--- src/hdl/vcs_pkg.sv ---
// ----------------------------------------------------------------------------
// vcs_pkg: shared types and constants for the streaming 3x3 convolution
// Field widths, register codes, config struct and coefficient selection.
// ----------------------------------------------------------------------------
package vcs_pkg;

  // field widths
  localparam int PIX_W      = 16;
  localparam int COEF_W     = 16;
  localparam int PROD_W     = 32;
  localparam int ROWSUM_W   = 34;
  localparam int SUM_W      = 36;
  localparam int RES_W      = 32;
  localparam int FRAC_SHIFT = 14;

  // kernel geometry
  localparam int KMAX      = 3;
  localparam int TAPS      = KMAX * KMAX;
  localparam int TAP_W     = 4;
  localparam int COEF_BITS = TAPS * COEF_W;

  // config register widths
  localparam int WIDTH_W    = 11;
  localparam int HEIGHT_W   = 13;
  localparam int KSIZE_W    = 2;
  localparam int ROW_W      = 12;
  localparam int MAX_ROWS   = 4096;
  localparam int CFG_IDX_W  = 3;
  localparam int CFG_DATA_W = 64;

  // defaults
  localparam int DEF_MAX_COLS = 1024;
  localparam logic [WIDTH_W-1:0]  RST_WIDTH  = 11'd8;
  localparam logic [HEIGHT_W-1:0] RST_HEIGHT = 13'd8;
  localparam logic [KSIZE_W-1:0]  RST_KSIZE  = 2'd3;

  // register indexes on the config port
  typedef enum logic [CFG_IDX_W-1:0] {
    REG_IMAGE_WIDTH   = 3'd0,
    REG_IMAGE_HEIGHT  = 3'd1,
    REG_KERNEL_HEIGHT = 3'd2,
    REG_KERNEL_WIDTH  = 3'd3,
    REG_COEF_LOW      = 3'd4,
    REG_COEF_MID      = 3'd5,
    REG_COEF_HIGH     = 3'd6
  } cfg_reg_t;

  typedef logic signed [PIX_W-1:0]    pix_t;
  typedef logic signed [COEF_W-1:0]   coef_t;
  typedef logic signed [PROD_W-1:0]   prod_t;
  typedef logic signed [ROWSUM_W-1:0] rowsum_t;

  // clamped frame and kernel geometry
  typedef struct packed {
    logic [WIDTH_W-1:0]  w;
    logic [HEIGHT_W-1:0] h;
    logic [KSIZE_W-1:0]  kh;
    logic [KSIZE_W-1:0]  kw;
  } cfg_t;

  // per item control flags
  typedef struct packed {
    logic emit;
    logic last;
  } flags_t;

  // coefficient of one tap out of the packed coefficient words
  function automatic coef_t coef_pick(input logic [COEF_BITS-1:0] cv,
                                      input logic [TAP_W-1:0] tap);
    coef_t r;
    r = '0;
    for (int t = 0; t < TAPS; t++) begin
      if (tap == TAP_W'(t)) r = cv[COEF_W*t +: COEF_W];
    end
    return r;
  endfunction

endpackage

--- src/hdl/vcs_pos.sv ---
// ----------------------------------------------------------------------------
// vcs_pos: raster position counters
// Tracks row and column of the next pixel and flags window completion.
// ----------------------------------------------------------------------------
module vcs_pos import vcs_pkg::*; #(
  parameter int MAX_COLS = DEF_MAX_COLS
) (
  input  logic                        clk,
  input  logic                        rst,
  input  logic                        take,
  input  cfg_t                        cfg,
  output logic [$clog2(MAX_COLS)-1:0] col_addr,
  output flags_t                      flags
);

  localparam int COL_W = $clog2(MAX_COLS);

  logic [COL_W-1:0] col, col_next;
  logic [ROW_W-1:0] row, row_next;

  // position of the current pixel and of the one after it
  always_comb begin
    logic [WIDTH_W-1:0]  cx, c0, c1;
    logic [HEIGHT_W-1:0] rx, r0, r1;
    cx = WIDTH_W'(col);
    rx = HEIGHT_W'(row);
    // counters past a shrunken limit wrap first
    if (cx >= cfg.w) begin
      c0 = '0;
      r0 = rx + 1'b1;
    end else begin
      c0 = cx;
      r0 = rx;
    end
    if (r0 >= cfg.h) r0 = '0;
    c1 = c0 + 1'b1;
    r1 = r0;
    if (c1 >= cfg.w) begin
      c1 = '0;
      r1 = r0 + 1'b1;
      if (r1 >= cfg.h) r1 = '0;
    end
    col_addr   = COL_W'(c0);
    flags.emit = ((r0 + 1'b1) >= HEIGHT_W'(cfg.kh)) && ((c0 + 1'b1) >= WIDTH_W'(cfg.kw));
    flags.last = (r0 == cfg.h - 1'b1) && (c0 == cfg.w - 1'b1);
    col_next   = COL_W'(c1);
    row_next   = ROW_W'(r1);
  end

  // counter registers
  always_ff @(posedge clk) begin
    if (rst) begin
      col <= '0;
      row <= '0;
    end else if (take) begin
      col <= col_next;
      row <= row_next;
    end
  end

endmodule

--- config.mk ---
export PLATFORM = sky130hd
export DESIGN_NAME = vcs_pos
export DESIGN_NICKNAME = d
export VERILOG_FILES = /design/src/hdl/vcs_pkg.sv /design/src/hdl/vcs_pos.sv
export SDC_FILE = /design/constraint.sdc
export NUM_CORES = 1
export LEC_CHECK = 0
export BUFFER_PORTS_ARGS = -buffer_cell sky130_fd_sc_hd__buf_2
export CAP_MARGIN = 20
export CORE_UTILIZATION = 35
export CTS_CLUSTER_SIZE = 28
export DETAILED_ROUTE_END_ITERATION = 12
export GPL_TIMING_DRIVEN = 0
export SKIP_CTS_REPAIR_TIMING = 1
export SYNTH_ARGS = -nofsm -noshare
export SYNTH_HDL_FRONTEND = slang
export SYNTH_SLANG_ARGS = --single-unit
--- constraint.sdc ---
create_clock -name clk -period 10.1 [get_ports clk]
set_input_delay 2.02 -clock clk [delete_from_list [all_inputs] [get_ports clk]]
set_output_delay 2.02 -clock clk [all_outputs]
set_load 0.05 [all_outputs]
=== Word-level counts from Yosys, hierarchy flattened ===
Index checks and enable logic that the tools add are counted.
W data, S select, Z words.

* Input port bits: 31
* Flip-flop bits (word level): 22
* Output and inout bits: 12

* Reductions and logical operators: 2
* Magnitude comparators: 6
* Add/sub/neg operators: 5
* Equality and inequality tests: 2
* Mux-type cells: 6

{| class="wikitable"
|+ Operators with widths
! operator !! number
|-
| $ge A13 B13 Y1 || 2
|-
| $mux W13 || 2
|-
| $mux W12 || 2
|-
| $mux W10 || 2
|-
| $add A12 B1 Y13 const B || 1
|-
| $add A13 B1 Y13 const B || 1
|-
| $eq A13 B13 Y1 || 1
|-
| $ge A13 B2 Y1 || 1
|-
| $sub A13 B1 Y13 const B || 1
|-
| $add A10 B1 Y11 const B || 1
|-
| $eq A11 B11 Y1 || 1
|-
| $ge A10 B11 Y1 || 1
|-
| $ge A11 B11 Y1 || 1
|-
| $ge A11 B2 Y1 || 1
|-
| $sub A11 B1 Y11 const B || 1
|-
| $logic_and A1 B1 Y1 || 2
|}

=== Logic depth before layout (Yosys ltp) ===
Gate-level depths: netlist (run 1).

* Word-level depth: 8
* Gate-level depth with buffers: 30
* Depth with buffers taken out: 26

=== Least setup slack after synthesis (run 1) ===
Ideal clock, no wire load.

* Kind: input -> output
* Start point: in cfg[25] (netlist bit)
* End point: out flags[1] (netlist bit)
* Path buffers: 3
* Data required time: 8080 ps
* Setup slack: 925 ps
* Arrival: 7155 ps
* Cell stages on the path: 24
* Cells stage by stage: inv_1 ha_1 a211oi_1 nor3_1 a31oi_4 buf_6 nand2_2 buf_6 xnor2_1 ha_1 nand2b_1 a21oi_1 o21ai_1 a2111oi_0 nor2_1 clkbuf_1 nor2_1 ha_1 ha_1 a21oi_1 o21ai_0 or4b_1 nor4b_1 a31oi_1

{| class="wikitable"
|+ RTL lines
! item !! RTL line !! text
|-
| from (decl) || vcs_pos.sv:11 || <nowiki>input cfg_t cfg,</nowiki>
|-
| to (decl) || vcs_pos.sv:13 || <nowiki>output flags_t flags</nowiki>
|}

==> results of run 1 <==
==> state kept, by name, indices dropped and copies added (netlist names) <==
| register | flops |
|---|---|
| col | 10 |
| row | 12 |
==> cell families after synthesis <==
family	synth area share (%)
buf+inv	6.951
fa+ha+maj	17.69
mux	0.8530
xor+xnor	13.81
compound gates	22.09
simple gates	27.49
flops	11.12
==> metal layers <==
layer  track usage, %  part of all wire, %  vias to the layer above
met5                0                    0                        -
met4            2.992                 0.78                        0
met3            2.833                  6.5                        6
met2            32.67                   45                      131
met1            30.43                   48                     1840
li1                 -                    -                     2013
==> layout by cell type (no fill, tap or decap), types with 8 or more instances in the layout <==
cell,netlist,final
a211oi_1,10,10
a21oi_1,40,40
a31oi_1,10,10
and3_1,9,9
buf_2,4,46
clkbuf_1,12,11
dfxtp_1,22,22
ha_1,56,56
inv_1,42,42
nand2_1,36,36
nand2b_1,15,15
nand3_1,29,29
nand4_1,11,11
nor2_1,38,36
nor2b_1,8,8
nor3_1,16,15
o21ai_0,17,17
xnor2_1,36,34
xnor2_2,6,8
xor2_1,9,9
==> area by class of cell <==
class / instances / area [um2] / share of cell area [%]
Sequential cell: 22 / 440.4 / 9.797
Inverter: 46 / 172.7 / 3.841
Clock buffer: 4 / 88.84 / 1.976
Buffer: 21 / 106.4 / 2.366
Multi-Input combinational cell: 440 / 3279 / 72.95
Tap cell: 140 / 175.2 / 3.896
Timing Repair Buffer: 45 / 232.7 / 5.177
==> critical path, cell delays in order <==
cell and delay [ns]:
buf_2 0.10, inv_1 0.16, ha_1 0.28, a211oi_1 0.30
nor3_2 0.12, a31oi_4 0.24, buf_6 0.19, a211oi_2 0.10
xnor2_2 0.31, inv_2 0.13, ha_1 0.35, nand4_1 0.10
nor3_1 0.27, a2111oi_2 0.12, nor2_2 0.41, buf_2 0.35
nor2_2 0.11, ha_1 0.34, ha_1 0.29, a21oi_1 0.20
o21ai_0 0.10, or4b_1 0.51, nor4b_1 0.30, a31oi_1 0.15
buf_2 0.24
==> worst max-delay path by stage <==
stage | cells after the start | to | start | slack, ns
floorplan | 24 | flags[1] | cfg[25] | 0.93
global placement | 24 | flags[1] | cfg[25] | -0.28
detailed placement | 26 | flags[1] | cfg[25] | -0.29
CTS | 24 | flags[1] | cfg[25] | -0.33
global route | 25 | flags[1] | cfg[21] | 0.01
finish | 25 | flags[1] | cfg[25] | 0.27
==> stage by stage <==
step | std cells | total power [mW] | util (%) | TNS, ns
after floorplan | 529 | 0.1629 | - | 0
after global placement | 711 | 0.1919 | 39.74 | -0.2826
after detailed placement | 711 | 0.1944 | 39.74 | -0.2888
after CTS | 715 | 0.2897 | 40.55 | -0.3293
after global routing | 718 | 0.3087 | 41.11 | 0
final | 718 | 0.2912 | 41.11 | 0
==> power breakdown <==
group          total [mW]  internal, mW  leakage, nW  switching (mW)
Combinational       0.104        0.0403         1.74          0.0634
Clock              0.0959        0.0606       0.0442          0.0353
Sequential         0.0916        0.0891        0.179         0.00248
Total               0.291         0.190         1.96           0.101
==> impl_metrics.csv, run 1 <==
group,metric,value,unit
placed_design,placed_cell_area,0.004345,mm2
synth,async_flop_share,0,%
cts,cts_tree,"built",
layout,fin_nets,666,
layout,antennaDiodeCount,0,
synth,synth.area.top_cells,"ha_1 18%, dfxtp_1 11%, xnor2_1 8.0%",
synth,synth_ff_type,"dfxtp_1",
sta,setup_ws,0.2655,ns
route,drt_iter0_drc,313,
worst_setup_path,end_kind,"output pin",
route,finalWirelength,11.69,mm
sta,rsz0062_at_grt,"false",
power_and_ir_drop,p_leak,1.959,nW
layout,fill_cells,1158,
run,drv_cap,0,
synth,synth.top_cells.by_count,"56 x ha_1, 42 x inv_1, 40 x a21oi_1",
placed_design,dp_hpwl,9.480,mm
synth,ys_seq_area_share,11.12,%
floorplanning,fp.dieH,108.4,um
worst_setup_path,worstPathMaxFanout,10,
route,drtPass1Iterations,5,
global_routing,gr-total-overflow,0,
sta,skew,0.005026,ns
layout,fin_area,0.004496,mm2
sta,slew_headroom,37.27,%
placed_design,place_ws,-0.2888,ns
worst_setup_path,cp.required,8.08,ns
global_routing,grt_max_degree,13,
synth,synth_nets,616,
global_routing,grt_pass1_vias,3727,
sta,slew_violations,0,
global_routing,gr-usage-all-layers,20.76,%
cts,cts-htree-levels,1,
floorplanning,dieArea,0.01174,mm2
power_and_ir_drop,ir_worst_vdd,0.00007293,V
sta,fin_crit_sh,97.37,%
hold_path,min-delay-start,"col[0]$_SDFFE_PP0P_",
synth,syn_avg_cell_area,7.486,um2
synth,synth_top_area_share,17.69,%
synth,synth-seq-cells,22,
sta,hold_ws,0.4990,ns
cts,clock_path_buffers,2,
synth,synth_cell_types,71,
global_routing,grt_pass1_wl,19.14,mm
worst_setup_path,r2r-start,"col[9]$_SDFFE_PP0P_",
sta,fmax,101.7,MHz
outcome,status,"finished clean",
global_routing,antenna_found_initial,0,
synth,syn_area,0.003960,mm2
floorplanning,core,0.01094,mm2
sta,timing.final.hold_violations,0,
route,viasPerCell,5.557,
floorplanning,start_util,36.21,%
power_and_ir_drop,power_density,64.78,mW/mm2
synth,synth_most_common_cell,"ha_1",
cts,cts_made_buffers,3,
floorplanning,row_count,38,
synth,synth.largest_area_cell,"ha_1",
floorplanning,die_w,108.4,um
worst_setup_path,worstSetupPathType,"in -> out",
route,wl_per_cell,16.29,um
route,vias,3990,
worst_setup_path,timing.rr.end,"row[7]$_SDFFE_PP0P_",
worst_setup_path,reg2reg_depth,27,
route,drc,0,
route,drt.antenna.violating_nets,0,
cts,path_clk_slew,0.06,ns
floorplanning,boundaryPins,43,
hold_path,holdPathStages,2,
synth,synth_edf_count,0,
worst_setup_path,worstPathArrival,7.81,ns
cts,worstSkewPairLatency,0.26,ns
placed_design,gp_congestion,0.8470,
sta,setup_viol,0,
sta,fin_crit,9.834,ns
cts,cts-root-buf,"clkbuf_16",
cts,cts.sinks,22,
hold_path,hold_end,"col[0]$_SDFFE_PP0P_",
sta,worstMarginPinSlew,0.9410,ns
worst_setup_path,r2r_slack,2.89,ns
placed_design,portBuffers,42,
synth,ys_warn_count,0,
layout,drive_gt1_share,17.47,%
worst_setup_path,startpoint_type,"primary input",
synth,synthCells,529,
hold_path,hold_class,"reg -> reg",
layout,area_delta_synth_final,13.52,%
(Power assumes the default switching activity.)
==> run 2: changes to the inputs <==
Settings changed: CAP_MARGIN 20 to 10, CTS_BUF_LIST set to sky130_fd_sc_hd__clkbuf_2.
==> impl_metrics.csv, run 2 (synthesized netlist as in run 1, its figures left out) <==
group,metric,value,unit
outcome,status,"finished clean",
layout,fill_cells,1167,
floorplanning,boundaryPins,43,
route,drt_iter0_drc,321,
worst_setup_path,r2r_slack,2.86,ns
floorplanning,start_util,36.21,%
power_and_ir_drop,total_power,0.2343,mW
layout,post-route-util,40.47,%
sta,fmax,101.6,MHz
route,finalWirelength,11.69,mm
worst_setup_path,cp.required,8.08,ns
worst_setup_path,r2r-start,"col[9]$_SDFFE_PP0P_",
sta,fin_crit_sh,97.49,%
floorplanning,row_count,38,
cts,clock_path_buffers,2,
floorplanning,fp.dieH,108.4,um
worst_setup_path,timing.rr.end,"row[7]$_SDFFE_PP0P_",
cts,worstSkewPairLatency,0.36,ns
cts,cts_tree,"built",
cts,cts-htree-levels,1,
sta,setup_ws,0.2536,ns
sta,worstMarginPinSlew,0.9263,ns
placed_design,dp_hpwl,9.480,mm
layout,largest-register,"row",
power_and_ir_drop,p_leak,1.929,nW
worst_setup_path,end_kind,"output pin",
route,drtPass1Iterations,5,
layout,largest_register_ffs,12,
global_routing,gr-total-overflow,0,
sta,rsz0062_at_grt,"false",
layout,drive_gt1_share,17.30,%
placed_design,place_ws,-0.2888,ns
layout,antennaDiodeCount,0,
global_routing,grt_pass1_wl,19.18,mm
placed_design,portBuffers,42,
worst_setup_path,startpoint_type,"primary input",
global_routing,grt_max_degree,13,
layout,area_delta_synth_final,11.75,%
floorplanning,dieArea,0.01174,mm2
sta,fin_crit,9.846,ns
worst_setup_path,slowest_stage,"or4b_1",
sta,skew,0.02142,ns
cts,path_clk_slew,0.24,ns
sta,slew_headroom,38.25,%
placed_design,gp_congestion,0.8470,
cts,cts_made_buffers,3,
route,vias,3988,
floorplanning,core,0.01094,mm2
hold_path,hold_end,"col[0]$_SDFFE_PP0P_",
route,drc,0,
hold_path,hold_class,"reg -> reg",
layout,layout_common_cells,"56 x ha_1, 46 x buf_2, 42 x inv_1",
sta,timing.final.hold_violations,0,
cts,cts-root-buf,"clkbuf_2",
layout,fin_nets,666,
worst_setup_path,worstPathMaxFanout,10,
worst_setup_path,worstSetupPathType,"in -> out",
global_routing,gr-usage-all-layers,20.80,%
worst_setup_path,reg2reg_depth,27,
worst_setup_path,cp_common_cell,"ha_1",
route,viasPerCell,5.554,
route,drt.antenna.violating_nets,0,
hold_path,holdPathStages,2,
global_routing,antenna_found_initial,0,
layout,final_common_cell,"ha_1",
run,drv_cap,0,
worst_setup_path,worstPathArrival,7.83,ns
worst_setup_path,cpPeakStageDelay,0.52,ns
worst_setup_path,crit_path_start,"cfg[25]",
hold_path,min-delay-start,"col[0]$_SDFFE_PP0P_",
route,wl_per_cell,16.29,um
cts,cts.sinks,22,
power_and_ir_drop,power_density,52.95,mW/mm2
sta,slew_violations,0,
floorplanning,die_w,108.4,um
sta,hold_ws,0.5190,ns
power_and_ir_drop,ir_worst_vdd,0.00003544,V
global_routing,grt_pass1_vias,3739,
layout,reg_top3,"row (12), col (10)",
sta,setup_viol,0,
## run 2: changes by cell type in the layout (fill, tap and decap cells not counted)
cell,previous run,this run
clkinv_1,0,1
clkbuf_2,0,3
clkbuf_8,1,0
clkbuf_16,3,0
## run 2: through the flow
step	instance area [um2]	cells	TNS, ns
floorplan	3960	529	0
global placement	4345	711	-0.2826
detailed placement	4345	711	-0.2888
CTS	4364	715	-0.3293
global route	4425	718	0
finish	4425	718	0
## run 2: area by class of cell
class | instances | area [um2] | share of cell area (%)
multi-input combinational | 440 | 3279 | 74.10
sequential | 22 | 440.4 | 9.952
timing repair buffer | 45 | 232.7 | 5.259
tap | 140 | 175.2 | 3.958
inverter | 46 | 172.7 | 3.902
buffer | 21 | 106.4 | 2.403
clock buffer | 3 | 15.01 | 0.3393
clock inverter | 1 | 3.754 | 0.08482
## run 2: routing by layer
| layer | vias up | GRT usage [%] | part of all wire [%] |
|---|---|---|---|
| li1 | 2018 | - | - |
| met1 | 1843 | 30.65 | 49 |
| met2 | 121 | 32.62 | 44 |
| met3 | 6 | 2.712 | 5.5 |
| met4 | 0 | 2.992 | 0.89 |
| met5 | - | 0 | 0 |
## run 2: power by group
group | switching, mW | internal [mW]
sequential | 0.00250 | 0.0894
combinational | 0.0634 | 0.0403
clock | 0.0301 | 0.00860
total | 0.0960 | 0.138
## run 2: worst max path at each step
| stage | end | cells after the start |
|---|---|---|
| floorplan | flags[1] | 24 |
| global placement | flags[1] | 24 |
| detailed placement | flags[1] | 26 |
| CTS | flags[1] | 24 |
| global route | flags[1] | 25 |
| finish | flags[1] | 25 |
## run 2: worst max-delay path, delay by kind of cell
family	cells	cell delay (ns)
fa+ha+maj	4	1.26
compound gates	7	1.22
simple gates	7	1.84
buf+inv	6	1.17
xor+xnor	1	0.31
