## src/hdl/vcs_pkg.sv

```systemverilog
// ----------------------------------------------------------------------------
// vcs_pkg: shared types and constants for the streaming 3x3 convolution
// Field widths, register codes, config struct and coefficient selection.
// ----------------------------------------------------------------------------
package vcs_pkg;

  // field widths
  localparam int PIX_W      = 16;
  localparam int COEF_W     = 16;
  localparam int PROD_W     = 32;
  localparam int ROWSUM_W   = 34;
  localparam int SUM_W      = 36;
  localparam int RES_W      = 32;
  localparam int FRAC_SHIFT = 14;

  // kernel geometry
  localparam int KMAX      = 3;
  localparam int TAPS      = KMAX * KMAX;
  localparam int TAP_W     = 4;
  localparam int COEF_BITS = TAPS * COEF_W;

  // config register widths
  localparam int WIDTH_W    = 11;
  localparam int HEIGHT_W   = 13;
  localparam int KSIZE_W    = 2;
  localparam int ROW_W      = 12;
  localparam int MAX_ROWS   = 4096;
  localparam int CFG_IDX_W  = 3;
  localparam int CFG_DATA_W = 64;

  // defaults
  localparam int DEF_MAX_COLS = 1024;
  localparam logic [WIDTH_W-1:0]  RST_WIDTH  = 11'd8;
  localparam logic [HEIGHT_W-1:0] RST_HEIGHT = 13'd8;
  localparam logic [KSIZE_W-1:0]  RST_KSIZE  = 2'd3;

  // register indexes on the config port
  typedef enum logic [CFG_IDX_W-1:0] {
    REG_IMAGE_WIDTH   = 3'd0,
    REG_IMAGE_HEIGHT  = 3'd1,
    REG_KERNEL_HEIGHT = 3'd2,
    REG_KERNEL_WIDTH  = 3'd3,
    REG_COEF_LOW      = 3'd4,
    REG_COEF_MID      = 3'd5,
    REG_COEF_HIGH     = 3'd6
  } cfg_reg_t;

  typedef logic signed [PIX_W-1:0]    pix_t;
  typedef logic signed [COEF_W-1:0]   coef_t;
  typedef logic signed [PROD_W-1:0]   prod_t;
  typedef logic signed [ROWSUM_W-1:0] rowsum_t;

  // clamped frame and kernel geometry
  typedef struct packed {
    logic [WIDTH_W-1:0]  w;
    logic [HEIGHT_W-1:0] h;
    logic [KSIZE_W-1:0]  kh;
    logic [KSIZE_W-1:0]  kw;
  } cfg_t;

  // per item control flags
  typedef struct packed {
    logic emit;
    logic last;
  } flags_t;

  // coefficient of one tap out of the packed coefficient words
  function automatic coef_t coef_pick(input logic [COEF_BITS-1:0] cv,
                                      input logic [TAP_W-1:0] tap);
    coef_t r;
    r = '0;
    for (int t = 0; t < TAPS; t++) begin
      if (tap == TAP_W'(t)) r = cv[COEF_W*t +: COEF_W];
    end
    return r;
  endfunction

endpackage

```

## src/hdl/vcs_sum.sv

```systemverilog
// ----------------------------------------------------------------------------
// vcs_sum: product adder tree and result register
// Row sums, final sum with arithmetic shift, and the output item register.
// ----------------------------------------------------------------------------
module vcs_sum import vcs_pkg::*; (
  input  logic               clk,
  input  logic               rst,
  input  logic               adv,
  input  logic               s2_valid,
  input  logic               s2_last,
  input  prod_t              prod [TAPS],
  output logic               conv_valid,
  output logic signed [RES_W-1:0] conv_value,
  output logic               frame_last
);

  logic    s3_valid;
  logic    s3_last;
  rowsum_t rsum [KMAX];
  logic signed [SUM_W-1:0] total;

  // row sums
  always_ff @(posedge clk) begin
    if (rst) begin
      s3_valid <= 1'b0;
    end else if (adv) begin
      s3_valid <= s2_valid;
    end
  end

  always_ff @(posedge clk) begin
    if (adv) begin
      s3_last <= s2_last;
      for (int a = 0; a < KMAX; a++) begin
        rsum[a] <= ROWSUM_W'(prod[a*KMAX]) + ROWSUM_W'(prod[a*KMAX+1])
                 + ROWSUM_W'(prod[a*KMAX+2]);
      end
    end
  end

  // final sum, floor shift right by 14 bits, removing a Q.14 fraction
  assign total = SUM_W'(rsum[0]) + SUM_W'(rsum[1]) + SUM_W'(rsum[2]);

  always_ff @(posedge clk) begin
    if (rst) begin
      conv_valid <= 1'b0;
    end else if (adv) begin
      conv_valid <= s3_valid;
    end
  end

  always_ff @(posedge clk) begin
    if (adv) begin
      conv_value <= RES_W'(total >>> FRAC_SHIFT);
      frame_last <= s3_last;
    end
  end

endmodule

```

## config.mk

```make
export PLATFORM = sky130hd
export DESIGN_NAME = vcs_sum
export DESIGN_NICKNAME = d
export VERILOG_FILES = /design/src/hdl/vcs_pkg.sv /design/src/hdl/vcs_sum.sv
export SDC_FILE = /design/constraint.sdc
export NUM_CORES = 1
export LEC_CHECK = 0
export BUFFER_PORTS_ARGS = -buffer_cell sky130_fd_sc_hd__buf_2
export CAP_MARGIN = 10
export CORE_MARGIN = 10
export CORE_UTILIZATION = 50
export DETAILED_ROUTE_END_ITERATION = 12
export PLACE_DENSITY = 0.83
export SKIP_LAST_GASP = 1
export SYNTH_ARGS = -nofsm -noshare
export SYNTH_HDL_FRONTEND = slang
export SYNTH_SLANG_ARGS = --single-unit
```

## constraint.sdc

```tcl
create_clock -name clk -period 9.1 [get_ports clk]
set_input_delay 1.365 -clock clk [delete_from_list [all_inputs] [get_ports clk]]
set_output_delay 1.365 -clock clk [all_outputs]
set_load 0.03 [all_outputs]
```

# Yosys cells after proc, flatten, opt, wreduce, memory -nomap -nowiden
# Memory sizes are Yosys's and may differ from the RTL's.
# Cells that the tools add are included.
[totals]
n_memories = 1
romBits = 0
latchBits = 0
wordCells = 16
reg_bits = 26
mem_bits_rw = 102
output_inout_bits = 34
in_bits = 293
[memory_table]
columns = ["name", "words", "word_bits", "rd", "rd_ports_with_merged_regs", "wr", "line_no", "source"]
rows = [
  ["rsum", 3, 34, 3, 0, 3, "vcs_sum.sv:19", "rowsum_t rsum [KMAX];"],
]
[classes]
n_reduce_logical = 0
n_eq_ne = 0
n_mux = 2
multipliers = 0
n_shift = 0
bitwise_logic = 0
n_div = 0
add_sub_neg = 8
magnitude_cmp = 0
[ops]
columns = ["op", "n"]
rows = [
  ["adder 33 x 32 -> 34 bit", 3],
  ["adder 32 x 32 -> 33 bit", 3],
  ["adder 35 x 34 -> 36 bit", 1],
  ["adder 34 x 34 -> 35 bit", 1],
  ["2-to-1 mux 1 bit", 2],
]

# Depth between registers and ports, before layout
# Gate-level depths: netlist (run 1).
[depth]
depth_word = 2
mapped_depth = 13
mapped_depth_nobuf = 13

# Worst setup path before layout (run 1)
# Ideal clock, no wire load.
[synth_timing]
path_kind = "input port to flip-flop"
startpoint = "input port prod[97] (netlist bit)"
endpoint = "memory rsum[0][63] (netlist bit), data pin"
path_stages = 11
setup_ps = 269
arrival_time_ps = 3990
n_path_buf = 0
path_slack_ps = 4842
t_required_ps = 8831
cell_sequence = "fa_1 > ha_1 > fa_1 > a211o_1 > o211ai_1 > a21oi_1 > a221o_1 > o21ai_2 > o21ba_2 > o31ai_1 > xor2_1"
[synth_lines]
columns = ["element", "line_no", "source"]
rows = [
  ["from (decl)", "vcs_sum.sv:11", "input prod_t prod [TAPS],"],
  ["to (decl)", "vcs_sum.sv:19", ""],
]

==> results of run 1 <==
[area by class of cell]
| cell class | instances | area [sq um] | area share |
|---|---|---|---|
| Sequential cell | 128 | 3820 | 0.245 |
| Inverter | 87 | 327 | 0.0209 |
| Timing Repair Buffer | 327 | 1640 | 0.105 |
| Clock buffer | 21 | 440 | 0.0282 |
| Tap cell | 335 | 419 | 0.0269 |
| Clock inverter | 11 | 188 | 0.0120 |
| Multi-Input combinational cell | 965 | 8760 | 0.561 |
[worst max path at each step]
| stage | startpoint | endpoint | slack (ns) | cells past startpoint |
|---|---|---|---|---|
| 2_1_floorplan | prod[97] | rsum[0][63] | 4.84 | 11 |
| 5_1_grt | prod[97] | rsum[0][61] | 4.59 | 12 |
| 4_1_cts | prod[97] | rsum[0][61] | 4.79 | 12 |
| 6_report | prod[97] | rsum[0][61] | 4.77 | 12 |
| 3_5_place_dp | prod[97] | rsum[0][61] | 4.36 | 12 |
| 3_3_place_gp | prod[97] | rsum[0][61] | 4.39 | 12 |
[state kept, by name, summed over array words and instances (netlist names)]
signal / count
rsum: 102
frame_last: 1
conv_valid: 1
s3_last: 1
s3_valid: 1
conv_value: 22
[per-stage QoR]
stage                     power, W  std cells   util
after detailed placement   0.00401       1842  0.578
after CTS                  0.00477       1874  0.602
after global placement     0.00396       1842  0.578
final                      0.00478       1874  0.602
after global routing       0.00520       1874  0.602
after floorplan            0.00326       1211      -
[layer usage]
layer | share of wire | track usage | vias to the layer above
met4 | 0.017 | 0.0569 | 0
met3 | 0.071 | 0.0429 | 40
met1 | 0.44 | 0.271 | 4955
li1 | - | - | 5037
met2 | 0.47 | 0.338 | 394
met5 | 0 | 0 | -
[synth_stat cells, types with 11 or more instances]
| library cell | count | share of area |
|---|---|---|
| inv_1 | 87 | 0.025 |
| ha_1 | 130 | 0.12 |
| and3_1 | 11 | 0.0053 |
| nand3_1 | 15 | 0.0057 |
| o21bai_1 | 19 | 0.011 |
| nor2_1 | 58 | 0.017 |
| o21a_1 | 13 | 0.0075 |
| nand2_1 | 70 | 0.020 |
| o31ai_1 | 11 | 0.0063 |
| xnor2_1 | 61 | 0.041 |
| a21oi_1 | 116 | 0.044 |
| a21o_1 | 46 | 0.026 |
| edfxtp_1 | 126 | 0.29 |
| fa_1 | 132 | 0.20 |
| xor2_1 | 40 | 0.027 |
| a31oi_1 | 19 | 0.0091 |
| nor2b_1 | 11 | 0.0053 |
| o21ai_0 | 48 | 0.018 |
| nor3_1 | 24 | 0.0092 |
| a211oi_1 | 11 | 0.0063 |
| clkbuf_1 | 19 | 0.0055 |
| nand4_1 | 15 | 0.0072 |
[cell families after synthesis]
kind of cell | share of synthesized area
multiplexers | 0.00230
adder cells (fa/ha/maj) | 0.327
buffers and inverters | 0.0369
flip-flops | 0.293
AO/OA/AOI/OAI | 0.187
AND/OR/NAND/NOR | 0.0863
XOR/XNOR | 0.0677
[power groups by stage]
stage / registers, W / clock network [W] / logic, W
floorplan: 0.00119 / 0 / 0.00207
finish: 0.00111 / 0.000733 / 0.00294
global route: 0.00113 / 0.000768 / 0.00330
detailed placement: 0.00112 / 0 / 0.00290
global placement: 0.00111 / 0 / 0.00285
CTS: 0.00111 / 0.000745 / 0.00292
==> out/qor.yml, run 1 <==
sta:
  holdWs_ns: 0.427
  period_needed_ns: 4.33
  setup_ws_ns: 4.77
  fin_worst_skew_ns: 0.00811
  tightestPinTransition_ns: 1.05
  setup_tns_ns: 0
  hold_viol: 0
  relSlewSlack: 0.301
  setup_viol: 0
  fin_crit_sh: 0.476
  slew_violations: 0
  fmaxAchievable_mhz: 231
  rsz0062_at_grt: "no"
placement:
  place_ws_ns: 4.36
  place_area_sq_um: 15000
  dpl.hpwl_mm: 29.5
  io_buffers: 326
  gp_congestion: 0.980
min_path:
  worstHoldPathCells: 0
  hold_path_startpoint: "s3_last"
  holdPathEnd: "frame_last"
  hold_path.class: "reg -> reg"
finish:
  design_area_sq_um: 15600
  layout_common_cells: "325 x buf_2, 132 x fa_1, 130 x ha_1"
  nets: 2081
  syn_to_final_growth_pct: 19.4
  n_fill_cell: 2128
  n_antenna_cell: 0
  final_common_cell: "buf_2"
  drive_gt1_frac: 0.249
cts:
  clockBufferDepth: 2
  root_buffer: "clkbuf_16"
  post_cts_resized: 0
  cts-buffers-inserted: 17
  cts_sinks: 128
  clk_latency_ns: 0.42
  cts_tree: "yes"
  cts_hold_buf: 0
  postCtsSetupBuffers: 0
  path_clk_slew_ns: 0.06
  htree_levels: 4
floorplanning:
  die_h_um: 182
  core-area_sq_um: 25900
  die-area_sq_um: 33000
  num_rows: 59
  initial_core_util: 0.504
  ioPinCount: 327
  die_x_um: 182
global_routing:
  antenna_found_initial: 0
  grt_max_degree: 87
  track_usage: 0.206
  grt_pass1_wl_mm: 55.7
  grt_pass1_vias: 11268
  grt_remaining_overflow: 0
worst_setup_path:
  slowest_delay_ns: 0.48
  cp-start-kind: "primary input"
  critPathRequiredTime_ns: 9.25
  reg2reg_setup_slack_ns: 5.56
  cpLargestDelayFamily: "compound AO/OA/AOI/OAI gates"
  critPathMostFrequentCell: "fa_1"
  cp-end-kind: "flip-flop"
  reg2reg_depth: 12
  critical_path_buf_inv_count: 1
  cp_slowest_cell: "fa_1"
  r2r-end: "conv_value[21]"
  cp_data_arrival_time_ns: 4.48
  r2r-start: "rsum[0][7]"
  worstSetupPathType: "in -> reg"
  crit_path_max_fanout: 6
  cp_cell_sequence: "buf_2, fa_1, ha_1, fa_1, a211o_1, o211ai_1, a21oi_1, a221o_1, o21ai_2, o22a_1, o21ai_1, xor2_1"
synth:
  synth-edff-count: 126
  synth-main-ff-cell: "edfxtp_1"
  syn_area_sq_um: 13100
  syn_inst: 1211
  ys_types: 72
  synthArstFlopShare: 0
  synth_seq_cells: 128
  avgSynthCellArea_sq_um: 10.8
  ys_seq_area_frac: 0.293
  syn-num-nets: 1766
  yosysWarnings: 0
drt:
  drt_first_pass_iters: 7
  drc: 0
  avgRoutedWirePerCell_um: 18.3
  dr_total_vias: 10426
  antenna_left: 0
  drt_wl_total_mm: 34.3
  first_iter_violations: 718
  viasPerCell: 5.56
power_and_ir_drop:
  power_switching_w: 0.00210
  p_clk_frac: 0.153
  power.density_nw_per_um2: 306
  switching_share: 0.439
  p_int_w: 0.00268
  irDropWorstVdd_v: 0.000181
  comb_power_share: 0.615
  cellLeakagePower_nw: 6.99
  sequentialPowerShare: 0.232
job:
  drv_cap: 0
run_status:
  outcome: "completed"
Note: power is estimated with default switching activity, not from simulation.
==> run 2, diff against run 1 <==
--- a/config.mk
+++ b/config.mk
@@ -10,7 +10,7 @@
 export CORE_MARGIN = 10
 export CORE_UTILIZATION = 50
 export DETAILED_ROUTE_END_ITERATION = 12
-export PLACE_DENSITY = 0.83
+export PLACE_DENSITY = 0.86
 export SKIP_LAST_GASP = 1
 export SYNTH_ARGS = -nofsm -noshare
 export SYNTH_HDL_FRONTEND = slang
==> constraint.sdc (replaced) <==
create_clock -name clk -period 3.9 [get_ports clk]
set_input_delay 0.585 -clock clk [delete_from_list [all_inputs] [get_ports clk]]
set_output_delay 0.585 -clock clk [all_outputs]
set_load 0.03 [all_outputs]
==> run 2 against run 1 <==
  * Via count is 1.6% higher
  * First-iteration DRC count increased by 0.56%
  * Setup slack worse by 4.5 ns
  * Combinational power increased by 140%
  * Cell area increased by 0.22%
  * Wire length is 4.0% higher
  * Sequential share of layout area fell by 0.055 points
  * Final cell count increased by 0.16%
  * Clock-buffer cell count fell by 4
  * Hold slack worse by 0.094 ns
  * Sequential power increased by 130%
  * Clock skew is 0.0058 ns higher
  * Critical endpoint is now conv_value[18]
  * Largest power group unchanged
  * Highest routed layer unchanged
==> out/qor.yml, run 2 (same netlist as run 1, synthesis figures left out) <==
run_status:
  outcome: "completed"
worst_setup_path:
  cp_data_arrival_time_ns: 3.82  # -0.66 ns
  critPathRequiredTime_ns: 4.07  # -5.18 ns
  cp_cell_sequence: "inv_1, fa_1, inv_1, ha_1, a2111oi_0, o21ai_1, o22ai_2, o31ai_1, a2111oi_0, nor2_1, a31oi_1, xnor2_1"
  worstSetupPathType: "reg -> reg"
  cp-end-kind: "flip-flop"
  cp-start-kind: "flip-flop"
  cp_slowest_cell: "fa_1"
  critical_path_buf_inv_count: 2  # +1
  slowest_delay_ns: 0.53  # +0.05 ns
  crit_path_max_fanout: 3  # -3
  cpLargestDelayFamily: "compound AO/OA/AOI/OAI gates"
  reg2reg_setup_slack_ns: 0.24  # -5.32 ns
drt:
  avgRoutedWirePerCell_um: 19.0  # +3.8%
  dr_total_vias: 10588  # +1.6%
  first_iter_violations: 722  # +0.56%
  viasPerCell: 5.64  # +1.4%
  drc: 0  # unchanged
  drt_wl_total_mm: 35.7  # +4.0%
  drt_first_pass_iters: 5  # -2
  antenna_left: 0  # unchanged
finish:
  largest_reg_flops: 102  # unchanged
  n_antenna_cell: 0  # unchanged
  final_common_cell: "buf_2"
  nets: 2084  # +0.14%
  post-route-util: 0.603  # +0.00135
  n_fill_cell: 2097  # -1.5%
  layout_common_cells: "325 x buf_2, 132 x fa_1, 130 x ha_1"
  top_register: "rsum"
  drive_gt1_frac: 0.254  # +0.00470
  top_regs: "rsum: 102 flops, conv_value: 22 flops"
  syn_to_final_growth_pct: 19.7
  multi_input_area_sq_um: 8770  # +0.11%
  design_area_sq_um: 15600  # +0.22%
  seqCellArea_sq_um: 3820  # unchanged
job:
  drv_cap: 0  # unchanged
sta:
  slew_violations: 0  # unchanged
  period_needed_ns: 3.66
  fmaxAchievable_mhz: 274
  fin_crit_sh: 0.937
  relSlewSlack: 0.608  # +0.307
  holdWs_ns: 0.332  # -0.0944 ns
  tightestPinTransition_ns: 0.584  # -0.464 ns
  fin_worst_skew_ns: 0.0139  # +0.00584 ns
  hold_viol: 0  # unchanged
  setup_viol: 0  # unchanged
  rsz0062_at_grt: "no"
power_and_ir_drop:
  irDropWorstVdd_v: 0.000428  # +140%
  cellLeakagePower_nw: 7.00  # +0.17%
  power.density_nw_per_um2: 724  # +140%
  p_total_w: 0.0113  # +140%
cts:
  cts_sinks: 128  # unchanged
  cts-buffers-inserted: 17  # unchanged
  root_buffer: "clkbuf_16"
  cts_tree: "yes"
  clockBufferDepth: 2  # unchanged
  cts_hold_buf: 0  # unchanged
  htree_levels: 4  # unchanged
  path_clk_slew_ns: 0.06  # about the same
  clk_latency_ns: 0.42  # about the same
global_routing:
  antenna_found_initial: 0  # unchanged
  grt_pass1_vias: 11451  # +1.6%
  grt_pass1_wl_mm: 57.2  # +2.7%
  grt_remaining_overflow: 0  # unchanged
  grt_max_degree: 87  # unchanged
  track_usage: 0.212  # +0.00578
placement:
  gp_congestion: 0.945  # -3.6%
  dpl.hpwl_mm: 30.4  # +3.0%
  place_area_sq_um: 15000  # +0.23%
  io_buffers: 326  # unchanged
floorplanning:
  initial_core_util: 0.504  # unchanged
  ioPinCount: 327  # unchanged
  die-area_sq_um: 33000  # unchanged
  core-area_sq_um: 25900  # unchanged
  num_rows: 59  # unchanged
  die_h_um: 182  # unchanged
  die_x_um: 182  # unchanged
min_path:
  hold_path.class: "in -> reg"
[run 2: changes by cell type in the layout (fill, tap and decap cells not counted)]
cell	before	now
clkbuf_1	4	0
clkinvlp_4	1	4
buf_4	2	4
buf_12	0	1
bufinv_16	5	4
clkinv_1	2	3
inv_6	0	1
o21ai_1	8	7
o21ai_2	1	2
o22ai_1	3	2
o22ai_2	0	1
[run 2: layout make-up]
cell class | instances | area share
well taps | 335 | 0.0268
clock inverters | 15 | 0.0123
clock buffers | 17 | 0.0272
repair buffers | 330 | 0.107
multi-input cells | 965 | 0.561
flip-flops and latches | 128 | 0.245
inverters | 87 | 0.0209
[run 2: worst paths after layout]
check / startpoint / end / cells after the start
min reg2reg: s3_last / frame_last / 0
max: rsum[0][7] / conv_value[18] / 12
min: rst / s3_valid / 2
max reg2reg: rsum[0][7] / conv_value[18] / 12
[run 2: stage by stage]
stage                     std cells  TNS, ns  setup WS (ns)
after floorplan                1211        0          0.422
after global placement         1845        0         0.0640
after detailed placement       1845  -0.0476        -0.0352
after CTS                      1877        0          0.179
after global routing           1877        0         0.0829
final                          1877        0          0.244
[run 2: power breakdown]
part | switching [W] | leakage, nW | total, W | internal (W)
clock | 0.000622 | 0.288 | 0.00169 | 0.00106
sequential | 0.000240 | 1.25 | 0.00257 | 0.00233
combinational | 0.00424 | 5.46 | 0.00706 | 0.00282
[run 2: metal layers]
metal | track usage | wire [um] | part of all wire
met1 | 0.277 | 15700 | 0.44
met2 | 0.350 | 17000 | 0.48
met3 | 0.0412 | 2280 | 0.064
met4 | 0.0622 | 702 | 0.020
met5 | 0 | 0 | 0
[run 2: timing repair]
action	4_1_cts	5_1_grt
setup endpoints to repair	0	4
gates resized for setup	0	2
setup buffers	0	0
